`src/design/llcw_pkg.sv`:
```
`timescale 1ns / 1ps
// ----------------------------------------------------------------------------
// Log line tokenizer package
// Shared types, codes and byte-class helpers for the column and word tokenizer.
// ----------------------------------------------------------------------------
package llcw_pkg;

    localparam int unsigned BYTE_W = 8;
    localparam int unsigned CFG_IDX_W = 2;

    localparam logic [CFG_IDX_W-1:0] REG_DELIMITER  = 2'd0;
    localparam logic [CFG_IDX_W-1:0] REG_ESCAPE     = 2'd1;
    localparam logic [CFG_IDX_W-1:0] REG_MAX_WORD   = 2'd2;
    localparam logic [CFG_IDX_W-1:0] REG_MAX_NUMBER = 2'd3;

    localparam logic [BYTE_W-1:0] RST_DELIMITER  = 8'd32;
    localparam logic [BYTE_W-1:0] RST_ESCAPE     = 8'd92;
    localparam logic [BYTE_W-1:0] RST_MAX_WORD   = 8'd255;
    localparam logic [BYTE_W-1:0] RST_MAX_NUMBER = 8'd3;
    localparam logic [BYTE_W-1:0] WORD_LEN_MAX   = 8'd255;

    localparam logic [1:0] CLS_DIGIT  = 2'd0;
    localparam logic [1:0] CLS_LETTER = 2'd1;
    localparam logic [1:0] CLS_OTHER  = 2'd2;

    localparam logic [2:0] OPEN_PAREN   = 3'd0;
    localparam logic [2:0] OPEN_SQUARE  = 3'd1;
    localparam logic [2:0] OPEN_CURLY   = 3'd2;
    localparam logic [2:0] OPEN_SINGLE  = 3'd3;
    localparam logic [2:0] OPEN_DOUBLE  = 3'd4;
    localparam logic [2:0] OPEN_NONE    = 3'd5;

    typedef struct packed {
        logic [BYTE_W-1:0] data_byte;
        logic              line_end;
    } t_in_item;

    typedef struct packed {
        logic [BYTE_W-1:0] out_byte;
        logic              column_start;
        logic              word_start;
        logic              line_last;
    } t_out_item;

    typedef struct packed {
        logic [BYTE_W-1:0] delimiter_byte;
        logic [BYTE_W-1:0] escape_byte;
        logic [BYTE_W-1:0] max_word_length;
        logic [BYTE_W-1:0] max_number_length;
    } t_cfg;

    typedef struct packed {
        logic [2:0]        open_kind;
        logic              delimiter_seen;
        logic              skip_following;
        logic              line_begin;
        logic [BYTE_W-1:0] word_length;
        logic [1:0]        previous_class;
    } t_line_state;

    localparam t_line_state LINE_STATE_RESET = '{
        open_kind:      OPEN_NONE,
        delimiter_seen: 1'b0,
        skip_following: 1'b0,
        line_begin:     1'b1,
        word_length:    '0,
        previous_class: CLS_DIGIT
    };

    function automatic logic [1:0] class_of(input logic [BYTE_W-1:0] c);
        logic [1:0] cls;
        if (c >= "0" && c <= "9") begin
            cls = CLS_DIGIT;
        end else if ((c >= "a" && c <= "z") || (c >= "A" && c <= "Z") || c == "_") begin
            cls = CLS_LETTER;
        end else begin
            cls = CLS_OTHER;
        end
        return cls;
    endfunction

    function automatic logic [2:0] open_code(input logic [BYTE_W-1:0] c);
        logic [2:0] kind;
        case (c)
            "(":     kind = OPEN_PAREN;
            "[":     kind = OPEN_SQUARE;
            "{":     kind = OPEN_CURLY;
            "'":     kind = OPEN_SINGLE;
            "\"":    kind = OPEN_DOUBLE;
            default: kind = OPEN_NONE;
        endcase
        return kind;
    endfunction

    function automatic logic [BYTE_W-1:0] close_byte(input logic [2:0] kind);
        logic [BYTE_W-1:0] c;
        case (kind)
            OPEN_PAREN:  c = ")";
            OPEN_SQUARE: c = "]";
            OPEN_CURLY:  c = "}";
            OPEN_SINGLE: c = "'";
            default:     c = "\"";
        endcase
        return c;
    endfunction

endpackage

```
`src/design/llcw_core.sv`:
```
`timescale 1ns / 1ps
// ----------------------------------------------------------------------------
// Log line tokenizer step logic
// Computes the flags for one byte and the line state that follows it.
// ----------------------------------------------------------------------------
module llcw_core
    import llcw_pkg::*;
(
    input  t_cfg        i_cfg,
    input  t_line_state i_state,
    input  t_in_item    i_item,
    output t_line_state o_next_state,
    output t_out_item   o_result
);

    logic [BYTE_W-1:0] c;
    logic [1:0]        cls;
    logic              is_delim;
    logic              col;
    logic              word;
    logic [2:0]        open_next;
    t_line_state       n_state;

    assign c        = i_item.data_byte;
    assign cls      = class_of(c);
    assign is_delim = (c == i_cfg.delimiter_byte);

    always_comb begin
        if (i_state.open_kind >= OPEN_NONE) begin
            open_next = open_code(c);
        end else if (c == close_byte(i_state.open_kind)) begin
            open_next = OPEN_NONE;
        end else begin
            open_next = i_state.open_kind;
        end
    end

    always_comb begin
        n_state            = i_state;
        col                = i_state.line_begin;
        n_state.line_begin = 1'b0;

        if (i_state.skip_following) begin
            n_state.skip_following = 1'b0;
        end else if (c == i_cfg.escape_byte) begin
            n_state.skip_following = 1'b1;
        end else begin
            if (i_state.delimiter_seen && !is_delim) begin
                col                    = 1'b1;
                n_state.delimiter_seen = 1'b0;
            end
            n_state.open_kind = open_next;
            if (open_next >= OPEN_NONE && is_delim) begin
                n_state.delimiter_seen = 1'b1;
            end
        end

        word = col
            || (cls != i_state.previous_class)
            || (cls == CLS_DIGIT && i_state.word_length >= i_cfg.max_number_length)
            || (i_state.word_length >= i_cfg.max_word_length);

        if (word) begin
            n_state.word_length = 8'd1;
        end else if (i_state.word_length < WORD_LEN_MAX) begin
            n_state.word_length = i_state.word_length + 8'd1;
        end
        n_state.previous_class = cls;

        if (i_item.line_end) begin
            n_state = LINE_STATE_RESET;
        end
    end

    assign o_next_state          = n_state;
    assign o_result.out_byte     = c;
    assign o_result.column_start = col;
    assign o_result.word_start   = word;
    assign o_result.line_last    = i_item.line_end;

endmodule

```
`src/design/log_line_column_word_tokenizer.sv`:
```
`timescale 1ns / 1ps
// ----------------------------------------------------------------------------
// Log line column and word tokenizer
// Passes log bytes through with column-start and word-start flags.
// ----------------------------------------------------------------------------
// The block takes one byte item per clock while o_stall is low; its result
// item is registered into a two-entry output stage. The line state is updated
// in the cycle the byte is accepted, so consecutive bytes need no gap. o_stall
// is a register and rises only when both entries are full, so a stalled output
// costs no throughput until the second entry fills.
module log_line_column_word_tokenizer
    import llcw_pkg::*;
(
    input  logic                 i_clk,
    input  logic                 i_rst_n,
    input  logic                 i_cfg_we,
    input  logic [CFG_IDX_W-1:0] i_cfg_index,
    input  logic [BYTE_W-1:0]    i_cfg_data,
    input  logic                 i_valid,
    output logic                 o_stall,
    input  t_in_item             i_item,
    output logic                 o_valid,
    input  logic                 i_stall,
    output t_out_item            o_item
);

    t_cfg        r_cfg;
    t_line_state r_state;
    t_line_state n_state;
    t_out_item   result;
    t_out_item   r_out;
    t_out_item   n_out;
    t_out_item   r_skid;
    t_out_item   n_skid;
    logic        r_out_valid;
    logic        n_out_valid;
    logic        r_skid_valid;
    logic        n_skid_valid;
    logic        accept;
    logic        out_take;

    llcw_core u_core (
        .i_cfg        (r_cfg),
        .i_state      (r_state),
        .i_item       (i_item),
        .o_next_state (n_state),
        .o_result     (result)
    );

    assign accept   = i_valid && !r_skid_valid;
    assign out_take = r_out_valid && !i_stall;

    always_ff @(posedge i_clk) begin
        if (!i_rst_n) begin
            r_cfg.delimiter_byte    <= RST_DELIMITER;
            r_cfg.escape_byte       <= RST_ESCAPE;
            r_cfg.max_word_length   <= RST_MAX_WORD;
            r_cfg.max_number_length <= RST_MAX_NUMBER;
        end else if (i_cfg_we) begin
            unique case (i_cfg_index)
                REG_DELIMITER:  r_cfg.delimiter_byte    <= i_cfg_data;
                REG_ESCAPE:     r_cfg.escape_byte       <= i_cfg_data;
                REG_MAX_WORD:   r_cfg.max_word_length   <= i_cfg_data;
                REG_MAX_NUMBER: r_cfg.max_number_length <= i_cfg_data;
                default:        r_cfg                   <= r_cfg;
            endcase
        end
    end

    always_ff @(posedge i_clk) begin
        if (!i_rst_n) begin
            r_state <= LINE_STATE_RESET;
        end else if (accept) begin
            r_state <= n_state;
        end
    end

    always_comb begin
        n_out        = r_out;
        n_skid       = r_skid;
        n_out_valid  = r_out_valid;
        n_skid_valid = r_skid_valid;
        if (r_skid_valid) begin
            if (out_take) begin
                n_out        = r_skid;
                n_skid_valid = 1'b0;
            end
        end else if (accept) begin
            if (!r_out_valid || out_take) begin
                n_out       = result;
                n_out_valid = 1'b1;
            end else begin
                n_skid       = result;
                n_skid_valid = 1'b1;
            end
        end else if (out_take) begin
            n_out_valid = 1'b0;
        end
    end

    always_ff @(posedge i_clk) begin
        if (!i_rst_n) begin
            r_out_valid  <= 1'b0;
            r_skid_valid <= 1'b0;
        end else begin
            r_out_valid  <= n_out_valid;
            r_skid_valid <= n_skid_valid;
        end
    end

    always_ff @(posedge i_clk) begin
        r_out  <= n_out;
        r_skid <= n_skid;
    end

    assign o_stall = r_skid_valid;
    assign o_valid = r_out_valid;
    assign o_item  = r_out;

endmodule
```
`config.mk`:
```
export PLATFORM = sky130hd
export DESIGN_NAME = log_line_column_word_tokenizer
export DESIGN_NICKNAME = d
export VERILOG_FILES = /design/src/design/llcw_pkg.sv /design/src/design/llcw_core.sv /design/src/design/log_line_column_word_tokenizer.sv
export SDC_FILE = /design/constraint.sdc
export NUM_CORES = 1
export LEC_CHECK = 0
export BUFFER_PORTS_ARGS = -buffer_cell sky130_fd_sc_hd__buf_2
export CORE_UTILIZATION = 45
export DETAILED_ROUTE_END_ITERATION = 8
export PLACE_DENSITY = 0.63
export SLEW_MARGIN = 20
export SYNTH_ARGS = -nofsm -noshare
export SYNTH_HDL_FRONTEND = slang
export SYNTH_HIERARCHICAL = 1
export SYNTH_SLANG_ARGS = --single-unit
```
`constraint.sdc`:
```
create_clock -name i_clk -period 4.3 [get_ports i_clk]
set_input_delay 0.43 -clock i_clk [delete_from_list [all_inputs] [get_ports i_clk]]
set_output_delay 0.43 -clock i_clk [all_outputs]
set_load 0.005 [all_outputs]
```
After elaboration in Yosys (flattened, before gate mapping)
Index checks and enable logic that the tools add are counted.

Add/subtract/negate cells: 1. Order comparisons: 11. Bitwise logic cells: 2. Eq/ne operators: 20. Reduce and logical (&&, ||, !) cells: 36. Muxes and demuxes: 30.

Operators by type and width (number): $mux 11 (4); $pmux 7 s4 (1); $eq 8x6->1 const B (3); $eq 8x7->1 const B (3); $eq 8x8->1 (3); $mux 8 (3); $ge 8x7->1 const B (2); $ge 8x8->1 (2); $le 8x7->1 const B (2); $mux 16 (1); $pmux 3 s5 (1); $mux 1 (14); $reduce_and 3->1 (4); $reduce_and 2->1 (5); $add 8x1->8 const B (1); $ge 8x6->1 const B (1); $le 8x6->1 const B (1); $logic_and 1x1->1 (8); $lt 8x8->1 const B (1); $mux 4 (2); $eq 3x2->1 const B (2); $ge 3x3->1 const B (2); $logic_or 1x1->1 (6); $mux 3 (2); other kinds (14) (26).

Word-level logic and storage cells: 120. Register bits after elaboration: 72. Bits of input ports: 24. Output and inout port bits: 13.

Longest topological paths before layout
Gate-level depths: netlist of run 1.

Depth in word-level cells: 13. Gate-level depth with buffers: 11. Gate-level depth less buffers: 10.

Hierarchy
Netlist of run 1, hierarchy kept.

Modules (own cells, without submodules): log_line_column_word_tokenizer (instances 1, seq. area each 1661.6 µm², area an instance 2641.3 µm², cells each 244); llcw_core (instances 1, seq. area each 0.0 µm², area an instance 1417.6 µm², cells each 202).

Worst setup path before layout of run 1
Ideal clock, no wire load.

Path type: register -> register. Start: reg r_state[6] (netlist bit). End: reg r_out, in the netlist o_item[1] (data pin). Cell stages (with the launch flop): 10. Period minus slack after synthesis: 2519 ps. Data required time: 4040 ps. Data arrival time: 2259 ps. Path buffers: 2. Setup slack: 1781 ps. Library setup time: 260 ps. Path through: dfxtp_1 ha_1 a21o_1 a211o_1 a41oi_1 o31ai_1 or3_1 buf_6 buf_4 mux2_2.

RTL lines: from (decl) (line log_line_column_word_tokenizer.sv:28) `t_line_state r_state;`; from (signal assigned) (line log_line_column_word_tokenizer.sv:74) `r_state <= n_state;`; to (signal assigned) (line log_line_column_word_tokenizer.sv:112) `r_out <= n_out;`; to (decl) (line log_line_column_word_tokenizer.sv:31) `t_out_item r_out;`.

==> results of run 1 <==
[cells by family (layout without fill, tap and decap cells)]
group,count (synthesis),after routing,share of synthesized area
compound gates,85,85,0.148
xor+xnor,19,19,0.0410
fa+ha+maj,17,17,0.0524
buf+inv,60,73,0.0835
flops,72,72,0.409
mux,19,19,0.0502
simple gates,174,174,0.215
[metal layers]
layer,part of all wire,vias up
li1,-,1567
met1,0.49,1456
met2,0.46,64
met3,0.039,7
met4,0.012,0
met5,0,-
[cells in the mapped netlist, types with 8 or more instances]
cell / number / area, um2
buf_4: 15 / 113
o21ai_0: 25 / 125
inv_1: 20 / 75.1
nand2_1: 72 / 270
a21oi_1: 12 / 60.1
dfxtp_1: 50 / 1000
clkbuf_1: 8 / 30.0
nand3_1: 36 / 180
a21boi_0: 14 / 105
ha_1: 17 / 213
buf_2: 10 / 50.1
xor2_1: 16 / 140
edfxtp_1: 22 / 661
mux2_2: 11 / 124
nor2_1: 13 / 48.8
mux2i_1: 8 / 80.1
[worst register-to-register path: cells and delay by family, from the launching register on]
family / cells / cell delay (ns)
adders and majority gates: 1 / 0.31
AOI/OAI and AO/OA: 6 / 1.22
DFF: 1 / 0.51
and+or+nand+nor: 2 / 0.57
[worst min path at each step]
stage / start / endpoint / slack, ns / cells past startpoint
floorplan: r_cfg[10] / r_cfg[10] / 0.44 / 2
global placement: r_cfg[12] / r_cfg[12] / 0.45 / 2
detailed placement: r_cfg[11] / r_cfg[11] / 0.46 / 2
CTS: i_cfg_data[7] / r_cfg[15] / 0.31 / 3
global route: i_cfg_data[7] / r_cfg[15] / 0.32 / 3
finish: i_cfg_data[7] / r_cfg[15] / 0.32 / 3
[stage by stage]
stage                     hold WS [ns]  worst slack, ns
after floorplan                  0.439             1.78
after global placement           0.453             1.76
after detailed placement         0.456             1.61
after CTS                        0.311             1.60
after global routing             0.324             1.42
final                            0.321             1.60
[flip-flops by register name, indices dropped and copies added (netlist names)]
| signal | cells |
|---|---|
| r_cfg | 32 |
| r_state | 16 |
| o_item | 11 |
| r_skid | 11 |
| o_stall | 1 |
| o_valid | 1 |
[area by class of cell]
class	instances	share of cell area
Clock buffer	9	0.0285
Clock inverter	7	0.0253
Inverter	20	0.0173
Multi-Input combinational cell	314	0.473
Sequential cell	72	0.382
Tap cell	108	0.0311
Timing Repair Buffer	37	0.0431
[power by group through the flow]
stage                     registers, mW  logic, mW  clock network, mW
after floorplan                   0.758      0.128                  0
after global placement            0.763      0.157                  0
after detailed placement          0.764      0.161                  0
after CTS                         0.748      0.162              0.649
after global routing              0.752      0.181              0.681
final                             0.748      0.160              0.638
==> flow_summary.json, run 1 <==
{
  "diodes": 0,
  "postCtsHoldBufs": 0,
  "overflow": 0,
  "routed_wl_um": 8620,
  "layout-drive-gt1-share": 0.187,
  "antenna_left": 0,
  "clkLatencyLatePin_ns": 0.35,
  "layout.nets": 495,
  "syn_area_mm2": 0.00406,
  "ys_async_sr_fraction": 0,
  "grt_first_pass_wirelength_um": 14800,
  "ys.flop_type": "dfxtp_1",
  "cellLeakagePower_nw": 1.79,
  "end_kind": "flop",
  "fp.dieW_um": 97.0,
  "finalPower_mw": 1.55,
  "postCtsSetupRepairBufs": 0,
  "grt_util_met3": 0.0405,
  "grt_usage": 0.195,
  "ir_worst_vdd_mv": 0.239,
  "rows": 34,
  "coreArea_mm2": 0.00872,
  "synth_cell_type_count": 56,
  "synth_seq_cells": 72,
  "multi_input_area_mm2": 0.00206,
  "layout_commonest_cell": "nand2_1",
  "final-seq-area_mm2": 0.00166,
  "dr.pass1.iters": 4,
  "synth-seq-area-share": 0.409,
  "synthCells": 446,
  "grt_max_degree": 59,
  "crit_start": "r_state[6]",
  "postSynthAreaPerCell_um2": 9.10,
  "die-area_mm2": 0.00940,
  "hpwl_um": 6050,
  "synth_edf_count": 22,
  "routedWlPerCell_um": 15.2,
  "syn_nets": 487,
  "slowest_delay_ns": 0.51,
  "drt_iter0_drc": 157,
  "path_cells": "ha_1 -> a21o_1 -> a211o_1 -> a41oi_1 -> o31ai_1 -> or3_1 -> a2111oi_4 -> nand2_1 -> a21boi_0",
  "cp.required_ns": 4.57,
  "final_util": 0.499,
  "dpl_cell_area_mm2": 0.00412,
  "ioPinCount": 37,
  "met2_usage": 0.306,
  "critPathKind": "flop to flop",
  "r2r_slack_ns": 1.60,
  "p_comb_frac": 0.104,
  "worstRegToRegCells": 9,
  "grt.busiest_layer": "met2",
  "cp_slowest_cell": "dfxtp_1",
  "cap_violations": 0,
  "critical_path_buf_inv_count": 0,
  "dp_cells": 551,
  "worstHoldPathType": "input port to flop",
  "worstMarginPinSlew_ns": 1.03,
  "p_seq_frac": 0.484,
  "crit_path_end": "r_state[8]",
  "setup_viol": 0,
  "htree_levels": 3,
  "fin_crit_sh": 0.627,
  "p_int_mw": 1.17,
  "r2r_end": "r_state[8]",
  "hold_viol": 0,
  "crit_path_max_fanout": 10,
  "rsz0062_at_grt": "false",
  "grt_pass1_vias": 3018,
  "antenna_found_initial": 0,
  "outcome": "finished, final reports clean",
  "clock_skew_ns": 0.00760,
  "die_h_um": 97.0,
  "period_needed_ns": 2.70,
  "r2r-start": "r_state[6]",
  "cts_num_sinks": 72,
  "worstPathArrival_ns": 2.96,
  "p_sw_frac": 0.242,
  "met1_usage": 0.269,
  "max_slew_margin": 0.317,
  "final_cell_area_mm2": 0.00435,
  "most-common-layout-cells": "nand2_1 (72), dfxtp_1 (50), nand3_1 (36), buf_2 (36), o21ai_0 (25)",
  "fmax_mhz": 371,
  "fill_cells": 826,
  "fin_tns_setup_ns": 0,
  "drc": 0,
  "place.gp.congestion": 0.819,
  "cts_buffer_depth": 2,
  "io_buffer_count": 36,
  "cts_tree": "done",
  "vias": 3094,
  "crit_family": "compound AO/OA/AOI/OAI gates",
  "start_util": 0.465,
  "worstSetupStartpointType": "flop",
  "vias_per_cell": 5.46,
  "cellPowerDensity_mw_per_mm2": 355,
  "yosysWarnings": 6,
  "cts_buffers": 9,
  "cp_num_cells": 9,
  "cts.clk_slew.worst_paths_ns": 0.08,
  "final_cells": 567,
  "power_frac_clock": 0.413,
  "switchingPower_uw": 374,
  "slew_violations": 0,
  "area_growth_syn_to_layout_pct": 7.21,
  "cts_resized": 0,
  "root_buffer": "clkbuf_8"
}
(Power assumes the default switching activity.)
==> run 2: changes to the inputs <==
--- a/config.mk
+++ b/config.mk
@@ -5,6 +5,7 @@
 export SDC_FILE = /design/constraint.sdc
 export NUM_CORES = 1
 export LEC_CHECK = 0
+export ABC_AREA = 1
 export BUFFER_PORTS_ARGS = -buffer_cell sky130_fd_sc_hd__buf_2
 export CORE_UTILIZATION = 45
 export DETAILED_ROUTE_END_ITERATION = 8
==> constraint.sdc (replaced) <==
create_clock -name i_clk -period 2.6 [get_ports i_clk]
set_input_delay 0.26 -clock i_clk [delete_from_list [all_inputs] [get_ports i_clk]]
set_output_delay 0.26 -clock i_clk [all_outputs]
set_load 0.005 [all_outputs]
==> flow_summary.json, run 2 <==
{
  "outcome": "finished, final reports clean",
  "power_frac_clock": 0.371,
  "ys_async_sr_fraction": 0,
  "routed_wl_um": 9030,
  "dr.pass1.iters": 4,
  "start_util": 0.463,
  "die_h_um": 99.5,
  "final_util": 0.502,
  "cellLeakagePower_nw": 2.33,
  "largest_reg_flops": 32,
  "p_int_mw": 1.90,
  "crit_path_max_fanout": 7,
  "synth_top_cell_area_share": 0.234,
  "htree_levels": 3,
  "synth-seq-area-share": 0.389,
  "vias": 3672,
  "cts_buffers": 9,
  "hpwl_um": 6550,
  "postCtsHoldBufs": 0,
  "grt_pass1_vias": 3291,
  "crit_family": "simple AND/OR/NAND/NOR gates",
  "period_needed_ns": 2.02,
  "layout_commonest_cell": "nand2_1",
  "synth_common_cells": "nand2_1 (177), nor2_1 (81), inv_1 (72), dfxtp_1 (50), nand3_1 (45)",
  "most-common-layout-cells": "nand2_1 (177), nor2_1 (81), inv_1 (72), dfxtp_1 (50), nand3_1 (45)",
  "synth_seq_cells": 72,
  "worstPathArrival_ns": 2.25,
  "grt_util_met3": 0.0379,
  "end_kind": "flop",
  "drc": 0,
  "p_sw_frac": 0.274,
  "worstSetupStartpointType": "flop",
  "routedWlPerCell_um": 11.9,
  "syn_nets": 652,
  "grt_usage": 0.196,
  "top_register": "r_cfg",
  "diodes": 0,
  "cp.required_ns": 2.83,
  "critical_path_buf_inv_count": 2,
  "fill_cells": 945,
  "grt_first_pass_wirelength_um": 15500,
  "critPathKind": "flop to flop",
  "rows": 35,
  "met1_usage": 0.261,
  "die-area_mm2": 0.00989,
  "yosys-top-cells-area": "dfxtp_1 (23%), nand2_1 (16%), edfxtp_1 (15%), nor2_1 (7.1%), inv_1 (6.3%)",
  "fmax_mhz": 496,
  "ys.flop_type": "dfxtp_1",
  "hold_viol": 0,
  "postCtsSetupRepairBufs": 0,
  "p_comb_frac": 0.145,
  "ioPinCount": 37,
  "io_buffer_count": 36,
  "worstHoldPathType": "input port to flop",
  "yosysWarnings": 6,
  "cts.clk_slew.worst_paths_ns": 0.08,
  "cap_violations": 0,
  "clkLatencyLatePin_ns": 0.33,
  "vias_per_cell": 4.83,
  "postSynthAreaPerCell_um2": 7.00,
  "fin_crit_sh": 0.776,
  "cts_resized": 0,
  "syn_area_mm2": 0.00427,
  "switchingPower_uw": 718,
  "place.gp.congestion": 0.834,
  "cts_num_sinks": 72,
  "clock_skew_ns": 0.00464,
  "fp.dieW_um": 99.5,
  "synthCells": 611,
  "layout.nets": 667,
  "cts_buffer_depth": 2,
  "area_growth_syn_to_layout_pct": 8.46,
  "max_slew_margin": 0.368,
  "slew_violations": 0,
  "path_cells": "ha_1 -> nand3_1 -> inv_1 -> nand3_1 -> nor2_1 -> nand2_1 -> xor2_1 -> nand4_1 -> nand2_1 -> inv_1 -> o21ai_0 -> nor2_1",
  "synth_edf_count": 22,
  "antenna_left": 0,
  "rsz0062_at_grt": "false",
  "p_seq_frac": 0.484,
  "setup_viol": 0,
  "coreArea_mm2": 0.00924,
  "root_buffer": "clkbuf_8",
  "cp_slowest_cell": "dfxtp_1",
  "synth_area_leader_cell": "dfxtp_1",
  "layout-drive-gt1-share": 0.127,
  "fin_tns_setup_ns": 0,
  "grt_max_degree": 51,
  "yosys.cell_count.top_type": "nand2_1",
  "ir_worst_vdd_mv": 0.332,
  "synth_cell_type_count": 33,
  "overflow": 0,
  "antenna_found_initial": 0,
  "cts_tree": "done",
  "worstMarginPinSlew_ns": 0.948,
  "met2_usage": 0.321,
  "top_regs": "r_cfg: 32 flops, r_state: 16 flops",
  "finalPower_mw": 2.62,
  "cellPowerDensity_mw_per_mm2": 565,
  "slowest_delay_ns": 0.45,
  "grt.busiest_layer": "met2",
  "drt_iter0_drc": 115
}
run 2: worst paths after layout:
path,start,endpoint,slack (ns),depth (start not counted)
worst max-delay path,r_state[3],r_state[2],0.58,12
worst min-delay path,i_cfg_data[4],r_cfg[4],0.22,3
worst max register to register,r_state[3],r_state[2],0.58,12
worst min register to register,r_cfg[11],r_cfg[11],0.46,2
run 2: power by group through the flow:
stage                     combinational (mW)  sequential (mW)  clock, mW
after CTS                              0.382             1.27      0.997
after floorplan                        0.294             1.28          0
final                                  0.379             1.27      0.972
after detailed placement               0.379             1.29          0
after global routing                   0.442             1.28       1.05
after global placement                 0.371             1.29          0
run 2: final cells by class:
class                           count  area (um2)  area share
Clock inverter                      7        95.1      0.0205
Multi-Input combinational cell    424        2090       0.451
Inverter                           80         300      0.0648
Clock buffer                        9         124      0.0267
Timing Repair Buffer               39         203      0.0437
Sequential cell                    72        1660       0.358
Tap cell                          129         161      0.0348
run 2: metrics by stage:
stage	cell area, um2	setup WS (ns)	hold WS [ns]	cells
6_report	4640	0.583	0.219	760
5_1_grt	4640	0.258	0.216	760
4_1_cts	4640	0.564	0.204	760
3_5_place_dp	4420	0.581	0.444	744
3_3_place_gp	4420	0.654	0.445	744
2_1_floorplan	4270	0.741	0.395	611
run 2: per-layer routing:
| metal | part of all wire | routed length [um] | vias to the layer above |
|---|---|---|---|
| met5 | 0 | 0 | - |
| met2 | 0.46 | 4190 | 72 |
| met4 | 0.0091 | 82 | 0 |
| met1 | 0.49 | 4390 | 1641 |
| met3 | 0.041 | 366 | 4 |
| li1 | - | - | 1955 |
run 2: kinds of logic (layout without fill, tap and decap cells):
group,count (synthesis),in the layout,synth area share
muxes,1,1,0.00234
and+or+nand+nor,346,346,0.350
buffers and inverters,115,135,0.122
adders and majority gates,17,17,0.0498
DFF,72,72,0.389
AOI/OAI and AO/OA,47,47,0.0600
xor gates and xnor gates,13,13,0.0266
run 2: worst reg2reg max path, stage by stage, from the launching register on:
cell     delay, ns
dfxtp_1       0.45
ha_1          0.22
nand3_1       0.08
inv_1         0.08
nand3_1       0.09
nor2_1        0.19
nand2_1       0.21
xor2_1        0.19
nand4_1       0.11
nand2_1       0.07
inv_1         0.03
o21ai_0       0.15
nor2_1        0.06
